**src/design/lrm_pkg.sv**
```systemverilog
// Shared definitions for the lazy range-add / range-max tree.
// Operation codes, default sizing and the engine status bundle.
// No dependencies.
`default_nettype none

package lrm_pkg;

  localparam int LEAVES_DEF = 1024;
  localparam int DATA_W     = 32;

  localparam logic [1:0] OP_ADD   = 2'd0;
  localparam logic [1:0] OP_QUERY = 2'd1;
  localparam logic [1:0] OP_RAISE = 2'd2;

  // What a parent frame does once its child call returns.
  typedef enum logic [1:0] {
    PH_ONLY  = 2'd0,
    PH_LEFT  = 2'd1,
    PH_RIGHT = 2'd2
  } lrm_phase_t;

  typedef struct packed {
    logic idle;
    logic res_valid;
  } lrm_status_t;

endpackage

`default_nettype wire

```
**src/design/lrm_engine.sv**
```systemverilog
// Tree walk sequencer: clearing pass, explicit call stack and read-modify-write
// of node maxima and pending adds held in two external node RAMs.
// Depends on lrm_pkg.
`default_nettype none

module lrm_engine
  import lrm_pkg::*;
#(
  parameter int LEAVES = LEAVES_DEF,
  parameter int NODES  = 2 * LEAVES,
  parameter int AW     = $clog2(NODES)
) (
  input  wire logic              clk,
  input  wire logic              rst_n,
  input  wire logic              start,
  input  wire logic [1:0]        op,
  input  wire logic [10:0]       range_start,
  input  wire logic [10:0]       range_end,
  input  wire logic [9:0]        position,
  input  wire logic [DATA_W-1:0] amount,
  input  wire logic              res_take,
  output lrm_status_t            status,
  output logic [DATA_W-1:0]      res_max,
  output logic                   res_err,
  output logic                   max_we,
  output logic [AW-1:0]          max_waddr,
  output logic [DATA_W-1:0]      max_wdata,
  output logic [AW-1:0]          max_raddr,
  input  wire logic [DATA_W-1:0] max_rdata,
  output logic                   pend_we,
  output logic [AW-1:0]          pend_waddr,
  output logic [DATA_W-1:0]      pend_wdata,
  output logic [AW-1:0]          pend_raddr,
  input  wire logic [DATA_W-1:0] pend_rdata
);

  localparam int PW  = $clog2(LEAVES + 1);
  localparam int SD  = $clog2(LEAVES) + 1;
  localparam int SPW = $clog2(SD + 1);
  localparam int SIW = $clog2(SD);

  typedef enum logic [16:0] {
    S_CLR     = 17'h00001,
    S_IDLE    = 17'h00002,
    S_ENTER   = 17'h00004,
    S_NODE_RD = 17'h00008,
    S_NODE_WR = 17'h00010,
    S_PD0     = 17'h00020,
    S_PD1     = 17'h00040,
    S_PD2     = 17'h00080,
    S_PD3     = 17'h00100,
    S_PD4     = 17'h00200,
    S_DESC    = 17'h00400,
    S_RET     = 17'h00800,
    S_RESUME  = 17'h01000,
    S_PU0     = 17'h02000,
    S_PU1     = 17'h04000,
    S_PU2     = 17'h08000,
    S_RES     = 17'h10000
  } state_t;

  typedef struct packed {
    logic [AW-1:0]     k;
    logic [PW-1:0]     lo;
    logic [PW-1:0]     hi;
    logic [PW-1:0]     s;
    logic [PW-1:0]     e;
    lrm_phase_t        phase;
    logic [DATA_W-1:0] acc;
  } frame_t;

  state_t            state_r, state_nxt;
  frame_t            stack_r [SD];
  logic [SPW-1:0]    sp_r;
  logic [SPW-1:0]    sp_m1;
  logic [AW-1:0]     clr_cnt_r;
  logic [1:0]        op_r;
  logic [DATA_W-1:0] v_r;
  logic [PW-1:0]     p_r;
  logic [AW-1:0]     k_r;
  logic [PW-1:0]     lo_r, hi_r, s_r, e_r;
  lrm_phase_t        phase_r;
  logic [DATA_W-1:0] acc_r, ret_r, pd_r, tmp_r;
  logic              err_r;
  logic [PW:0]       lohi;
  logic [PW-1:0]     mid;
  logic [AW-1:0]     k2, k2p1;
  logic              full, leaf, go_left, split, bad;

  assign lohi  = {1'b0, lo_r} + {1'b0, hi_r};
  assign mid   = lohi[PW:1];
  assign k2    = {k_r[AW-2:0], 1'b0};
  assign k2p1  = {k_r[AW-2:0], 1'b1};
  assign full  = (s_r == lo_r) && (e_r == hi_r);
  assign leaf  = (hi_r - lo_r) <= PW'(1);
  assign sp_m1 = sp_r - SPW'(1);
  assign bad   = (range_start >= range_end) || (32'(range_end) > 32'(LEAVES));

  always_comb begin
    split   = 1'b0;
    go_left = 1'b0;
    if (op_r == OP_RAISE) begin
      go_left = p_r < mid;
    end else if (e_r <= mid) begin
      go_left = 1'b1;
    end else if (s_r < mid) begin
      split = 1'b1;
    end
  end

  assign status.idle      = (state_r == S_IDLE);
  assign status.res_valid = (state_r == S_RES);
  assign res_max          = ret_r;
  assign res_err          = err_r;

  // RAM port steering; every read is issued one state ahead of its use.
  always_comb begin
    max_we     = 1'b0;
    pend_we    = 1'b0;
    max_waddr  = k_r;
    pend_waddr = k_r;
    max_wdata  = '0;
    pend_wdata = '0;
    max_raddr  = k_r;
    pend_raddr = k_r;
    unique case (state_r)
      S_CLR: begin
        max_we     = 1'b1;
        pend_we    = 1'b1;
        max_waddr  = clr_cnt_r;
        pend_waddr = clr_cnt_r;
      end
      S_NODE_WR: begin
        if (op_r == OP_ADD) begin
          max_we     = 1'b1;
          pend_we    = 1'b1;
          max_wdata  = max_rdata + v_r;
          pend_wdata = pend_rdata + v_r;
        end else if (op_r == OP_RAISE) begin
          max_we    = $signed(v_r) > $signed(max_rdata);
          max_wdata = v_r;
        end
      end
      S_PD1: begin
        pend_we    = 1'b1;
        max_raddr  = k2;
        pend_raddr = k2;
      end
      S_PD2: begin
        max_we     = 1'b1;
        pend_we    = 1'b1;
        max_waddr  = k2;
        pend_waddr = k2;
        max_wdata  = max_rdata + pd_r;
        pend_wdata = pend_rdata + pd_r;
      end
      S_PD3: begin
        max_raddr  = k2p1;
        pend_raddr = k2p1;
      end
      S_PD4: begin
        max_we     = 1'b1;
        pend_we    = 1'b1;
        max_waddr  = k2p1;
        pend_waddr = k2p1;
        max_wdata  = max_rdata + pd_r;
        pend_wdata = pend_rdata + pd_r;
      end
      S_PU0: max_raddr = k2;
      S_PU1: max_raddr = k2p1;
      S_PU2: begin
        max_we    = 1'b1;
        max_wdata = ($signed(tmp_r) > $signed(max_rdata)) ? tmp_r : max_rdata;
      end
      default: begin
      end
    endcase
  end

  always_comb begin
    state_nxt = state_r;
    unique case (state_r)
      S_CLR:     if (clr_cnt_r == AW'(NODES - 1)) state_nxt = S_IDLE;
      S_IDLE: begin
        if (start) begin
          if (op == OP_QUERY) begin
            state_nxt = bad ? S_RES : S_ENTER;
          end else if (op == OP_ADD && !bad) begin
            state_nxt = S_ENTER;
          end else if (op == OP_RAISE && 32'(position) < 32'(LEAVES)) begin
            state_nxt = S_ENTER;
          end
        end
      end
      S_ENTER:   state_nxt = ((op_r == OP_RAISE) ? leaf : full) ? S_NODE_RD : S_PD0;
      S_NODE_RD: state_nxt = S_NODE_WR;
      S_NODE_WR: state_nxt = S_RET;
      S_PD0:     state_nxt = S_PD1;
      S_PD1:     state_nxt = S_PD2;
      S_PD2:     state_nxt = S_PD3;
      S_PD3:     state_nxt = S_PD4;
      S_PD4:     state_nxt = S_DESC;
      S_DESC:    state_nxt = S_ENTER;
      S_RET: begin
        if (sp_r != '0) begin
          state_nxt = S_RESUME;
        end else begin
          state_nxt = (op_r == OP_QUERY) ? S_RES : S_IDLE;
        end
      end
      S_RESUME: begin
        if (phase_r == PH_LEFT) begin
          state_nxt = S_ENTER;
        end else begin
          state_nxt = (op_r == OP_QUERY) ? S_RET : S_PU0;
        end
      end
      S_PU0:     state_nxt = S_PU1;
      S_PU1:     state_nxt = S_PU2;
      S_PU2:     state_nxt = S_RET;
      S_RES:     if (res_take) state_nxt = S_IDLE;
      default:   state_nxt = S_IDLE;
    endcase
  end

  always_ff @(posedge clk) begin
    if (!rst_n) begin
      state_r   <= S_CLR;
      sp_r      <= '0;
      clr_cnt_r <= '0;
    end else begin
      state_r <= state_nxt;
      unique case (state_r)
        S_CLR: clr_cnt_r <= clr_cnt_r + AW'(1);
        S_IDLE: begin
          op_r    <= op;
          v_r     <= amount;
          p_r     <= PW'(position);
          s_r     <= PW'(range_start);
          e_r     <= PW'(range_end);
          lo_r    <= '0;
          hi_r    <= PW'(LEAVES);
          k_r     <= AW'(1);
          sp_r    <= '0;
          acc_r   <= '0;
          ret_r   <= '0;
          err_r   <= (op == OP_QUERY) && bad;
        end
        S_NODE_WR: ret_r <= max_rdata;
        S_PD1:     pd_r  <= pend_rdata;
        S_DESC: begin
          stack_r[sp_r[SIW-1:0]] <= '{k: k_r, lo: lo_r, hi: hi_r, s: s_r, e: e_r,
                                      phase: split ? PH_LEFT : PH_ONLY, acc: acc_r};
          sp_r <= sp_r + SPW'(1);
          if (split || go_left) begin
            k_r  <= k2;
            hi_r <= mid;
            if (split) e_r <= mid;
          end else begin
            k_r  <= k2p1;
            lo_r <= mid;
          end
        end
        S_RET: begin
          if (sp_r != '0) begin
            k_r     <= stack_r[sp_m1[SIW-1:0]].k;
            lo_r    <= stack_r[sp_m1[SIW-1:0]].lo;
            hi_r    <= stack_r[sp_m1[SIW-1:0]].hi;
            s_r     <= stack_r[sp_m1[SIW-1:0]].s;
            e_r     <= stack_r[sp_m1[SIW-1:0]].e;
            phase_r <= stack_r[sp_m1[SIW-1:0]].phase;
            acc_r   <= stack_r[sp_m1[SIW-1:0]].acc;
            sp_r    <= sp_m1;
          end
        end
        S_RESUME: begin
          if (phase_r == PH_LEFT) begin
            // Left half done: remember its maximum and walk the right half.
            stack_r[sp_r[SIW-1:0]] <= '{k: k_r, lo: lo_r, hi: hi_r, s: s_r, e: e_r,
                                        phase: PH_RIGHT, acc: ret_r};
            sp_r  <= sp_r + SPW'(1);
            acc_r <= ret_r;
            k_r   <= k2p1;
            lo_r  <= mid;
            s_r   <= mid;
          end else if (phase_r == PH_RIGHT) begin
            if ($signed(acc_r) > $signed(ret_r)) ret_r <= acc_r;
          end
        end
        S_PU1:   tmp_r <= max_rdata;
        default: begin
        end
      endcase
    end
  end

endmodule

`default_nettype wire

```
**config.mk**
```make
export PLATFORM = sky130hd
export DESIGN_NAME = lrm_engine
export DESIGN_NICKNAME = d
export VERILOG_FILES = /design/src/design/lrm_pkg.sv /design/src/design/lrm_engine.sv
export SDC_FILE = /design/constraint.sdc
export NUM_CORES = 2
export LEC_CHECK = 0
export BUFFER_PORTS_ARGS = -buffer_cell sky130_fd_sc_hd__buf_2
export CAP_MARGIN = 20
export CORE_UTILIZATION = 50
export CTS_CLUSTER_SIZE = 40
export DETAILED_ROUTE_END_ITERATION = 12
export GPL_ROUTABILITY_DRIVEN = 0
export PLACE_DENSITY_LB_ADDON = 0.08
export SETUP_SLACK_MARGIN = 0.15
export SLEW_MARGIN = 5
export SYNTH_ARGS = -nofsm -noshare
export SYNTH_HDL_FRONTEND = slang
export SYNTH_SLANG_ARGS = --single-unit
```
**constraint.sdc**
```tcl
create_clock -name clk -period 8.7 [get_ports clk]
set_input_delay 1.305 -clock clk [delete_from_list [all_inputs] [get_ports clk]]
set_output_delay 1.305 -clock clk [all_outputs]
set_load 0.02 [all_outputs]
```
== Word level (Yosys, flattened, before mapping) ==
Memories as Yosys holds them, arrays and structs flattened.
Cells that the tools add are included.

* Input port bits: 134
* Memories kept: 1
* Register bits: 262
* Word-level logic and storage cells: 175
* Output and inout port bits: 145
* Bits in writable memories: 979

* Multiplexer cells: 69
* Reduce and logical (&&, ||, !) cells: 31
* $add $sub $neg: 9
* $lt $le $gt $ge: 9
* Equality and inequality tests: 38
* Bitwise operators: 1

{| class="wikitable"
|+ Memories
! memory !! words !! bits a word !! rd ports !! clocked after memory_dff !! wr ports !! RTL line !! RTL
|-
| stack_r || 11 || 89 || 1 || 0 || 1 || lrm_engine.sv:73 || <nowiki>frame_t stack_r [SD];</nowiki>
|}

{| class="wikitable"
|+ Operators by type and width
! operator !! count
|-
| two-way mux 32 bit || 9
|-
| one-hot mux 32 bit (3 select lines) || 3
|-
| one-hot mux 17 bit (16 select lines) || 1
|-
| two-way mux 17 bit || 9
|-
| one-hot mux 11 bit (3 select lines) || 4
|-
| adder 32 bit || 4
|-
| two-way mux 11 bit || 11
|-
| > comparator 32 bit || 3
|-
| two-way mux 89 bit || 1
|-
| one-hot mux 11 bit (4 select lines) || 2
|-
| one-hot mux 32 bit (2 select lines) || 1
|-
| one-hot mux 11 bit (2 select lines) || 2
|-
| two-way mux 14 bit || 2
|-
| equality test 11 bit || 2
|-
| inequality test 2 bit, second input constant || 11
|-
| two-way mux 1 bit || 18
|-
| equality test 17 x 1 -> 1 bit, second input constant || 1
|-
| equality test 17 x 10 -> 1 bit, second input constant || 1
|-
| equality test 17 x 11 -> 1 bit, second input constant || 1
|-
| equality test 17 x 12 -> 1 bit, second input constant || 1
|-
| equality test 17 x 13 -> 1 bit, second input constant || 1
|-
| equality test 17 x 14 -> 1 bit, second input constant || 1
|-
| equality test 17 x 15 -> 1 bit, second input constant || 1
|-
| equality test 17 x 16 -> 1 bit, second input constant || 1
|-
| 41 further kinds || 66
|}

== Longest topological paths before layout ==
* Word-level depth: 8
* Depth in mapped cells: 20
* Depth with buffers taken out: 19

== Least setup slack after synthesis ==
OpenSTA, ideal clock, no wires.

* Kind: reg-to-reg
* Start point: register state_r[8]
* End point: memory stack_r[0][0] in the netlist's numbering, enable pin
* Buffers on the path: 0
* Arrival: 5.912 ns
* Data required time: 8.163 ns
* Stages on the path, launching flop included: 8
* Library setup time: 0.537 ns
* Slack: 2.251 ns
* Clock period less this slack: 6.449 ns
* Cells stage by stage: dfxtp_1 > or3_1 > or4_4 > nor4_4 > nand2_2 > nor3b_4 > o21ai_1 > nor2_1

* Cells in the longest elaborated chain, start to end: 5
* Elaborated cells between the ends (all ways): 9
* Classes of those cells: eq/ne (2); mux (6); bitwise (1)

{| class="wikitable"
|+ RTL lines
! element !! RTL line !! RTL
|-
| start: declaration || lrm_engine.sv:72 || <nowiki>state_t state_r, state_nxt;</nowiki>
|-
| start signal: assignment || lrm_engine.sv:232 || <nowiki>state_r <= state_nxt;</nowiki>
|-
| equality test 17 x 11 -> 1 bit / equality test 17 x 13 -> 1 bit (equally long branches) || lrm_engine.sv:233 || <nowiki>unique case (state_r)</nowiki>
|-
| two-way mux 1 bit || lrm_engine.sv:233 ||
|-
| two-way mux 1 bit || lrm_engine.sv:227 || <nowiki>if (!rst_n) begin</nowiki>
|-
| two-way mux 1 bit (on tied branches) || lrm_engine.sv:253, lrm_engine.sv:279 ||
|-
| bitwise OR 1 bit (no source line) (*) || -- ||
|-
| end: declaration || lrm_engine.sv:73 ||
|}

Mark *: on every way between the ends. The rest lies on a longest branch, timed or not.

== Worst setup path after layout ==
* Start point: input port max_rdata[31]
* End point: output port max_wdata[9]

* Cells in the longest elaborated chain, start to end: 3

{| class="wikitable"
|+ RTL lines
! element !! RTL line !! RTL
|-
| start: declaration || lrm_engine.sv:29 || <nowiki>input wire logic [DATA_W-1:0] max_rdata,</nowiki>
|-
| > comparator 32 bit || lrm_engine.sv:173 || <nowiki>max_wdata = ($signed(tmp_r) > $signed(max_rdata)) ? tmp_r : max_rdata;</nowiki>
|-
| two-way mux 32 bit || lrm_engine.sv:173 ||
|-
| one-hot mux 32 bit (3 select lines) || lrm_engine.sv:126 || <nowiki>unique case (state_r)</nowiki>
|-
| end: declaration || lrm_engine.sv:27 || <nowiki>output logic [DATA_W-1:0] max_wdata,</nowiki>
|}

No other way between the ends.

==> results.toml <==
[global_routing]
grt_use_total_pct = 27.3
grt_pass1_vias = 36727
grt_max_degree = 179
antenna_found_initial = 7
grt_overflow_total = 0
grt_pass1_wl_mm = 242

[routing]
route.detailed.drc = 0
wire_per_inst_um = 27.0
route.vias.total = 37464
drtIter0Drc = 3522
via_per_inst = 6.13
dr.pass1.iters = 6
routed_wl_mm = 165
ant_nets = 0

[cells_and_area]
fill_cells = 9331
synthToLayoutAreaGrowth_pct = 12.9
layout_commonest_cell = "edfxtp_1"
final_nets = 4910
fin_cells = 6113
final_cell_mix = "edfxtp_1, buf_2, ha_1"
final_util_pct = 57.3
drive_gt1_share_pct = 17.6

[die]
placementRows = 125
die_area_um2 = 120000
start_util_pct = 50.7
ios = 279
die_h_um = 346
fp.dieW_um = 346
coreArea_um2 = 117000

[placed_design]
dp_hpwl_mm = 103
pre_cts_ws_ns = 2.08
place_inst = 5860
io_buffer_count = 278

[clock_network]
htree_num_levels = 4
clock_path_buffers = 3
cts_resized = 0
cts.sinks = 1241
insertion_delay_ns = 0.75
clk_pin_slew_ns = 0.05
cts_buffers = 135
postCtsSetupBuffers = 0
cts_root_buf = "clkbuf_16"
hold_buffers = 0
cts_tree = "built"

[logic_synthesis]
synth_edf_count = 1209
yosysTopAreaCellShare_pct = 61.2
synthFlopType = "edfxtp_1"
postSynthCellCount = 4174
ys_ff_latch = 1241
syn_nets = 4597
yosysWarnings = 0
synth_area_um2 = 59300
syn_avg_cell_area_um2 = 14.2
async_flop_share_pct = 0
synthTopCellsByArea = "edfxtp_1, mux4_2, ha_1"
synth_top_area_cell = "edfxtp_1"
synth.distinct_cells = 81
ys_seq_area_share_pct = 62.3

[critical_path]
end_kind = "output port"
timing.rr.start = "lo_r[0]"
reg2reg_slack_ns = 3.32
r2r_end = "hi_r[3]"
worstSetupPathType = "input port to output port"
reg2reg_depth = 20
crit_required_ns = 7.39
startpoint_type = "input port"
crit_fanout = 20
crit_arrival_ns = 5.34
critPathLaunch = "max_rdata[31]"
critPathCapture = "max_wdata[9]"

[sta]
setup_violations = 0
finClkSkew_ns = 0.0364
period_needed_ns = 6.65
rsz0062_at_grt = "no"
period_share_pct = 76.4
fmax_mhz = 150
drv_slew = 0
tightest_slew_ns = 1.12
slew_headroom_pct = 25.1
setup_ws_ns = 2.05
finalHoldViolCount = 0
fin_tns_setup_ns = 0

[pwr]
p_leak_nw = 24.1
p_int_mw = 9.94
pwr_density_cell_nw_per_um2 = 188
power.switching_mw = 2.66
combPwrFrac_pct = 4.2
vdd_drop_max_mv = 0.187
sw_frac_of_total_pct = 21.1
seqPwrFrac_pct = 51.6
p_clk_share_pct = 44.1

[job]
maxCapViolCount = 0

[hold_path]
hp-class = "flop to flop"
hp-start = "state_r[2]"

[status]
status = "completed"
-- cell type report --
cell class	instances	area, um2	area share [%]
Sequential cell	1241	36900	55.2
Multi-Input combinational cell	2590	21200	31.6
Clock buffer	172	3630	5.43
Timing Repair Buffer	365	2080	3.11
Tap cell	1524	1910	2.85
Clock inverter	62	607	0.907
Inverter	154	578	0.864
Antenna cell	5	12.5	0.0187
-- metal layers --
metal,vias up,wire length (um),share of wire (%),GRT usage (%)
met1,18913,71000,43,38.0
met2,1376,79000,48,44.8
met3,237,10600,6.4,3.89
met5,-,25,0.015,0
met4,4,4190,2.5,7.81
li1,16934,-,-,-
-- registers in the layout (all words and copies together), names as in the netlist, 17 cells and up --
signal   cells
acc_r       32
res_max     32
v_r         32
state_r     17
tmp_r       32
pd_r        32
stack_r    979
-- kinds of logic after synthesis --
family                   synth area share [%]
flip-flops                               62.3
AO/OA/AOI/OAI                            9.94
AND/OR/NAND/NOR                          6.17
multiplexers                             10.8
buffers and inverters                    2.27
adder cells (fa/ha/maj)                  6.19
XOR/XNOR                                 2.27
-- how the worst min path moves through the flow --
| stage | end | depth (start not counted) |
|---|---|---|
| after floorplan | state_r[4] | 1 |
| after global placement | state_r[4] | 1 |
| after detailed placement | state_r[4] | 1 |
| after CTS | state_r[4] | 1 |
| after global routing | state_r[4] | 1 |
| final | state_r[4] | 1 |
-- power by group through the flow --
stage	logic [mW]	clock network, mW	registers [mW]
finish	0.532	5.56	6.50
global route	0.581	5.88	6.50
CTS	0.526	5.65	6.50
detailed placement	0.523	0	6.63
global placement	0.520	0	6.63
floorplan	0.344	0	6.62
-- synthesized netlist by cell type (15+ instances only) --
cell type	number
a21oi_1	263
nand3_1	40
inv_1	153
nor2_1	259
nand2_1	247
o21a_1	21
and3_1	18
a222oi_1	19
edfxtp_1	1209
o21ai_0	250
ha_1	283
xor2_1	55
a21o_1	68
nor3_1	44
nand2b_1	33
o22ai_1	80
nand4_1	40
clkbuf_1	124
mux2i_1	201
a22o_1	35
dfxtp_1	32
nor2b_1	23
a22oi_1	21
mux4_2	178
o21bai_1	24
xnor2_1	99
buf_1	44
and2_1	21
mux2_2	36
o211ai_1	20
nor4_1	15
a211oi_1	40
-- worst max-delay path, cell delays in order --
cell      delay [ns]
buf_2           0.16
inv_1           0.09
ha_1            0.40
nand4_1         0.18
nor3_1          0.44
o21ai_0         0.19
o211ai_1        0.17
a31oi_1         0.09
xnor2_1         0.20
nor2_4          0.60
buf_4           0.39
mux2_2          0.37
a222oi_1        0.29
o21ai_0         0.21
buf_2           0.23
-- stage by stage --
step | hold slack, ns | area, um2 | total power, mW
2_1_floorplan | 0.443 | 59300 | 6.97
3_3_place_gp | 0.477 | 62600 | 7.15
3_5_place_dp | 0.474 | 62600 | 7.15
4_1_cts | 0.482 | 66800 | 12.7
5_1_grt | 0.526 | 66900 | 13.0
6_report | 0.482 | 66900 | 12.6
(Power assumes the default switching activity.)
